`src/design/dad_pkg.sv`:
```
// Package: shared constants, types and register indexes of the anchor decode block.
`timescale 1ns / 1ps

package dad_pkg;

    localparam int MAX_CLASSES    = 8;
    localparam int FRAC_BITS      = 21;
    localparam int MAX_IMAGE_DIM  = 8192;

    localparam int COORD_W  = 16;
    localparam int SCORE_W  = 16;
    localparam int CLASS_W  = 3;
    localparam int CORNER_W = 13;
    localparam int EXTENT_W = 14;
    localparam int DIM_W    = 14;
    localparam int PAD_W    = 12;
    localparam int SCALE_W  = 24;
    localparam int COUNT_W  = 4;

    localparam int CFG_IDX_W  = 3;
    localparam int CFG_DATA_W = 24;

    // 2*center - size - 32*pad, signed
    localparam int RAW_W  = 19;
    localparam int SIZE2_W = COORD_W + 1;
    localparam int POS_W  = RAW_W + SCALE_W + 1;
    localparam int LEN_W  = SIZE2_W + SCALE_W;
    // clamped corner, below 8192 pixels
    localparam int POSC_W = CORNER_W + FRAC_BITS;
    // dim * one, up to 8192 pixels
    localparam int LIM_W  = EXTENT_W + FRAC_BITS;

    typedef logic [SCORE_W-1:0] t_score;

    typedef enum logic [CFG_IDX_W-1:0] {
        REG_INV_SCALE       = 3'd0,
        REG_PAD_LEFT        = 3'd1,
        REG_PAD_TOP         = 3'd2,
        REG_IMAGE_WIDTH     = 3'd3,
        REG_IMAGE_HEIGHT    = 3'd4,
        REG_SCORE_THRESHOLD = 3'd5,
        REG_CLASS_COUNT     = 3'd6
    } t_cfg_idx;

    // Load enables of the per-axis pipeline stages
    typedef struct packed {
        logic en2;
        logic en3;
        logic en4;
    } t_pipe_en;

endpackage

```
`src/design/dad_axis.sv`:
```
// Module: one axis of the box decode: unpad, scale, clamp corner, limit extent.
`timescale 1ns / 1ps

module dad_axis
    import dad_pkg::*;
(
    input  logic                i_clk,
    input  t_pipe_en            i_en,
    input  logic [COORD_W-1:0]  i_center,
    input  logic [COORD_W-1:0]  i_size,
    input  logic [PAD_W-1:0]    i_pad,
    input  logic [DIM_W-1:0]    i_dim,
    input  logic [SCALE_W-1:0]  i_inv_scale,
    output logic [CORNER_W-1:0] o_corner,
    output logic [EXTENT_W-1:0] o_extent
);

    logic signed [RAW_W-1:0] n_raw;
    logic signed [RAW_W-1:0] r_raw;
    logic [SIZE2_W-1:0]      r_size2;
    logic signed [POS_W-1:0] r_pos;
    logic [LEN_W-1:0]        r_len;
    logic signed [POS_W-1:0] cap;
    logic [POSC_W-1:0]       n_pos_c;
    logic [POSC_W-1:0]       r_pos_c;
    logic [LEN_W-1:0]        r_len4;
    logic [LIM_W-1:0]        limit;
    logic [LEN_W-1:0]        len_sel;

    // corner in 1/32 pixel: 2*center - size - 32*pad
    assign n_raw = $signed({2'b00, i_center, 1'b0})
                 - $signed({3'b000, i_size})
                 - $signed({2'b00, i_pad, 5'b00000});

    always_ff @(posedge i_clk) begin
        if (i_en.en2) begin
            r_raw   <= n_raw;
            r_size2 <= {i_size, 1'b0};
        end
    end

    always_ff @(posedge i_clk) begin
        if (i_en.en3) begin
            r_pos <= POS_W'(r_raw) * POS_W'($signed({1'b0, i_inv_scale}));
            r_len <= LEN_W'(r_size2) * LEN_W'(i_inv_scale);
        end
    end

    // (dim - 1) pixels; negative when dim is zero
    assign cap = $signed({{(POS_W-DIM_W-FRAC_BITS){1'b0}}, i_dim, {FRAC_BITS{1'b0}}})
               - $signed(POS_W'(1) << FRAC_BITS);

    always_comb begin
        if (r_pos[POS_W-1] || cap[POS_W-1]) begin
            n_pos_c = '0;
        end else if (r_pos > cap) begin
            n_pos_c = POSC_W'(cap);
        end else begin
            n_pos_c = POSC_W'(r_pos);
        end
    end

    always_ff @(posedge i_clk) begin
        if (i_en.en4) begin
            r_pos_c <= n_pos_c;
            r_len4  <= r_len;
        end
    end

    assign limit   = {i_dim, {FRAC_BITS{1'b0}}} - LIM_W'(r_pos_c);
    assign len_sel = (r_len4 > LEN_W'(limit)) ? LEN_W'(limit) : r_len4;

    assign o_corner = r_pos_c[POSC_W-1:FRAC_BITS];
    assign o_extent = len_sel[LIM_W-1:FRAC_BITS];

endmodule

```
`config.mk`:
```
export PLATFORM = sky130hd
export DESIGN_NAME = dad_axis
export DESIGN_NICKNAME = d
export VERILOG_FILES = /design/src/design/dad_pkg.sv /design/src/design/dad_axis.sv
export SDC_FILE = /design/constraint.sdc
export NUM_CORES = 2
export LEC_CHECK = 0
export ABC_CLOCK_PERIOD_IN_PS = 10500
export BUFFER_PORTS_ARGS = -buffer_cell sky130_fd_sc_hd__buf_2
export CAP_MARGIN = 20
export CORE_UTILIZATION = 55
export DETAILED_ROUTE_END_ITERATION = 10
export PLACE_DENSITY = 0.78
export SLEW_MARGIN = 5
export SYNTH_ARGS = -nofsm -noshare
export SYNTH_HDL_FRONTEND = slang
export SYNTH_SLANG_ARGS = --single-unit
```
`constraint.sdc`:
```
create_clock -name i_clk -period 10.5 [get_ports i_clk]
set_input_delay 2.1 -clock i_clk [delete_from_list [all_inputs] [get_ports i_clk]]
set_output_delay 2.1 -clock i_clk [all_outputs]
set_load 0.01 [all_outputs]
```
Word-level counts from Yosys, hierarchy flattened
Index checks and enable logic that the tools add are counted.
- input port bits: 86
- register bits: 195
- logic and storage cells: 17
- output and inout bits: 27
- muxes and demuxes: 2
- multipliers: 2
- magnitude comparators: 2
- reductions and logical operators: 1
- $add $sub $neg: 4
- operators by type and width (cell ; number):
    greater-than comparator 44 x 36 -> 1 bit ; 1
    multiplier 19 x 25 -> 44 bit ; 1
    greater-than comparator 41 x 35 -> 1 bit ; 1
    multiplier 16 x 24 -> 40 bit ; 1
    subtractor 35 x 22 -> 36 bit (second input constant) ; 1
    2-to-1 mux 35 bit ; 1
    subtractor 35 x 34 -> 35 bit ; 1
    2-to-1 mux 34 bit ; 1
    subtractor 18 x 18 -> 19 bit ; 1
    subtractor 17 x 16 -> 18 bit ; 1
    logical OR 1 bit ; 1

Logic depth before layout (Yosys ltp)
- depth after elaboration: 3
- mapped depth: 25
- gate-level depth less buffers: 24

Least setup slack after synthesis
No wires, ideal clock.
- path kind: input to register
- start point: in i_inv_scale[1]
- end point: reg r_pos[43], data pin
- arrival time: 8161 ps
- setup time: 261 ps
- stages on the path: 20
- required time: 10239 ps
- slack: 2078 ps
- path buffers: 1
- path through: clkbuf_1 nand2_1 fa_1 fa_1 inv_1 fa_1 fa_1 fa_1 fa_1 fa_1 ha_1 a21oi_1 o21ai_0 a221o_1 a311oi_1 a2111oi_2 nor3_1 o21ai_2 a41oi_1 xnor2_1
- longest elaborated chain between the ends: 1
- ends and longest elaborated chain (item ; line ; source):
    start, declared ; dad_axis.sv:13 ; input logic [SCALE_W-1:0] i_inv_scale,
    multiplier 19 x 25 -> 44 bit ; dad_axis.sv:44 ; r_pos <= POS_W'(r_raw) * POS_W'($signed({1'b0, i_inv_scale}));
    end signal, assigned ; dad_axis.sv:44 ;
    end, declared ; dad_axis.sv:21 ; logic signed [POS_W-1:0] r_pos;
No other way between the ends.
A chain may end at the register's enable or synchronous reset.

Final worst setup path
- start point: in i_dim[0]
- end point: out o_extent[12]
- longest elaborated chain between the ends: 3
- ends and longest elaborated chain (item ; line ; source):
    start, declared ; dad_axis.sv:12 ; input logic [DIM_W-1:0] i_dim,
    subtractor 35 x 34 -> 35 bit * ; dad_axis.sv:70 ; assign limit = {i_dim, {FRAC_BITS{1'b0}}} - LIM_W'(r_pos_c);
    greater-than comparator 41 x 35 -> 1 bit ; dad_axis.sv:71 ; assign len_sel = (r_len4 > LEN_W'(limit)) ? LEN_W'(limit) : r_len4;
    2-to-1 mux 35 bit * ; dad_axis.sv:71 ;
    end, declared ; dad_axis.sv:15 ; output logic [EXTENT_W-1:0] o_extent
Mark *: on every way between the ends. The rest lies on a longest branch, timed or not.

==> run summary <==
Syn avg cell area: 9.47 µm²
Maximum root-to-sink buffer count: 2
Iteration count of the initial detailed-routing pass: 6
Post-Route WL: 89.5 mm
Cell Area, Synth: 37700 µm²
Fin crit period: 9.10 ns
Layout Cells excl Fill: 4870
Core area: 67500 µm²
Clk_skew: 0.0253 ns
Fin crit share: 86.7%
Syn Inst Count: 3986
Initial core utilization: 55.9%
Endpoints failing setup: 0
Hpwl dp: 72.4 mm
# nets final: 5134
Total number of vias: 27300
Root Driver: clkbuf_16
Number of antenna violations at the first check in global routing: 6
Slew Viols, Final: 0
Worst min-delay path class: reg2reg
Routability cong.: 0.927
Clock Pin Slew Worst Setup and Hold Paths: 0.07 ns
TritonCTS buffer count: 17
Top-area cell type share of the netlist area: 36.1%
CTS H-tree lvls: 4
Starting DRC count in detailed routing: 2038
Crit path max-delay cell type: o21ai_2
Slew HR: 30.5%
Post-synth net total: 5137
Worst slew pin tran: 1.04 ns
Critical Path End Type: output pin
Ys async rst share: 0%
Post-CTS setup buffer count: 0
Unrepaired setup endpoints after global routing: no
Register bit total from synthesis: 191
Post-CTS sizing: 0
Die area: 69700 µm²
CP Class: in2out
Max FO, Critical Path: 14
Post-synth top area cell: fa_1
Crit-path cells: buf_2 -> ha_1 -> nor2b_1 -> nand4_1 -> o31a_1 -> a21oi_1 -> a211oi_1 -> nand2b_1 -> o31a_1 -> xnor2_1 -> ha_1 -> nand2_1 -> nor4_1 -> nand4_1 -> o21ai_2 -> mux2i_1 -> buf_2
Total GRT Usage: 27.3%
Ports: 113
Critical Path AT: 7.00 ns
Endpoints failing hold: 0
Drt wl/cell: 18.4 µm
Synth area leaders: fa_1 36%, edfxtp_1 15%, ha_1 13%, inv_1 8.2%, and2_1 5.8%
Vias in the first global route: 28800
Final ANT Viol Nets: 0
Syn-to-layout area delta: 4.96%
Crit path buf inv count: 2
Type of origin of the critical path: input port
Die Y-Extent: 264 µm
Gr ovfl total: 0
Site Rows: 95
Yosys warns: 0
TritonCTS Sinks: 191
Synth unique cells: 66
Most frequent cells in the layout: 828 x inv_1, 681 x fa_1, 541 x nand2_1
Crit path largest cell delay: 0.79 ns
Layout fillers: 5744
Sequential area share after synthesis: 15.2%
Port Buffers: 112
Final TNS setup: 0 ns
# DRC: 0
Global-route wire length before repair: 149 mm
Peak Freq: 110 MHz
CP top delay family: compound AO/OA/AOI/OAI gates
Max-cap violation count: 0
Share of layout cells above drive strength 1: 5.23%
Post-synth EDFFs: 191
Top_reg_cell synth: edfxtp_1
Die width: 264 µm
Outcome: complete, no violations
Commonest non-fill, non-tap cell in the layout: inv_1
Largest net degree at the start of global routing: 56
CTS Hold Bufs: 0
WP data required: 8.40 ns
Skew-Pair Late Insertion Delay: 0.52 ns
Via/cell ratio: 5.61
DP Cell Count: 4837
TritonCTS clock tree: yes
## sequential cells by signal, summed over array words and instances (netlist names)
signal,cells
r_pos_c,34
r_len4,40
r_raw,19
r_pos,44
r_len,39
r_size2,15
## cells by family (layout without fill, tap and decap cells)
kind of cell               Yosys count  count (layout)  share of synthesized area, %
adders and majority gates         1065            1065                          48.9
buffers and inverters             1005            1014                          10.1
AOI/OAI and AO/OA                  378             378                          6.38
other                                0               2                             0
and+or+nand+nor                   1184            1184                          15.5
DFF                                191             191                          15.2
xor gates and xnor gates           134             134                          3.11
muxes                               29              29                         0.793
## final cells by class
class / count / area [µm²] / share of cell area (%)
Clock inverter: 14 / 174 / 0.439
Inverter: 828 / 3110 / 7.85
Sequential cell: 191 / 5740 / 14.5
Clock buffer: 17 / 425 / 1.07
Multi-Input combinational cell: 2790 / 28200 / 71.1
Antenna cell: 2 / 5.00 / 0.0126
Tap cell: 873 / 1090 / 2.76
Timing Repair Buffer: 155 / 886 / 2.24
## metal layers
metal / global-route usage, % / part of all wire (%)
met5: 0 / 0.066
met4: 14.6 / 5.8
met3: 4.76 / 7.2
met2: 43.6 / 46
met1: 35.7 / 40
## per-stage QoR
| stage | area [µm²] | utilization, % | worst slack (ns) | hold WS, ns |
|---|---|---|---|---|
| final | 39600 | 58.7 | 1.40 | 0.415 |
| after global routing | 39600 | 58.7 | 1.11 | 0.418 |
| after CTS | 39600 | 58.7 | 1.35 | 0.414 |
| after detailed placement | 39000 | 57.8 | 1.36 | 0.405 |
| after global placement | 39000 | 57.8 | 1.41 | 0.401 |
| after floorplan | 37700 | - | 2.08 | 0.400 |
## cell usage after synthesis, types with 3 or more instances
library cell / instances
o22ai_1: 6
nand2_1: 541
o41ai_1: 5
nor2b_1: 39
a31oi_1: 12
a21oi_1: 118
o21bai_1: 17
nor4_1: 15
clkbuf_1: 162
a41oi_1: 3
nand4b_1: 3
xor2_1: 44
mux2_2: 7
a21o_1: 62
fa_1: 681
a2111oi_0: 4
xnor2_1: 90
nand4_1: 21
nor2_1: 69
nor3_1: 25
nand2b_1: 29
edfxtp_1: 191
or2_2: 3
nand3_1: 30
mux2i_1: 22
o21a_1: 15
a211oi_1: 12
inv_1: 828
o211ai_1: 5
or3_1: 11
o21ai_1: 3
o21ai_0: 75
a211o_1: 3
buf_4: 14
a21boi_0: 6
and3_1: 38
nor4_2: 3
ha_1: 384
and2_1: 350
o31ai_1: 6
o31a_1: 3
## worst paths after layout
| kind | start | slack [ns] | end | cells past startpoint |
|---|---|---|---|---|
| setup / recovery | i_dim[0] | 1.40 | o_extent[12] | 17 |
| hold / removal | r_len[12] | 0.42 | r_len4[12] | 0 |
| setup reg to reg | r_raw[3] | 2.99 | r_pos[43] | 20 |
| hold reg to reg | r_len[12] | 0.42 | r_len4[12] | 0 |
Power is not shown: default switching activity piles up to over one toggle a cycle in this logic, so the estimate is an artifact.
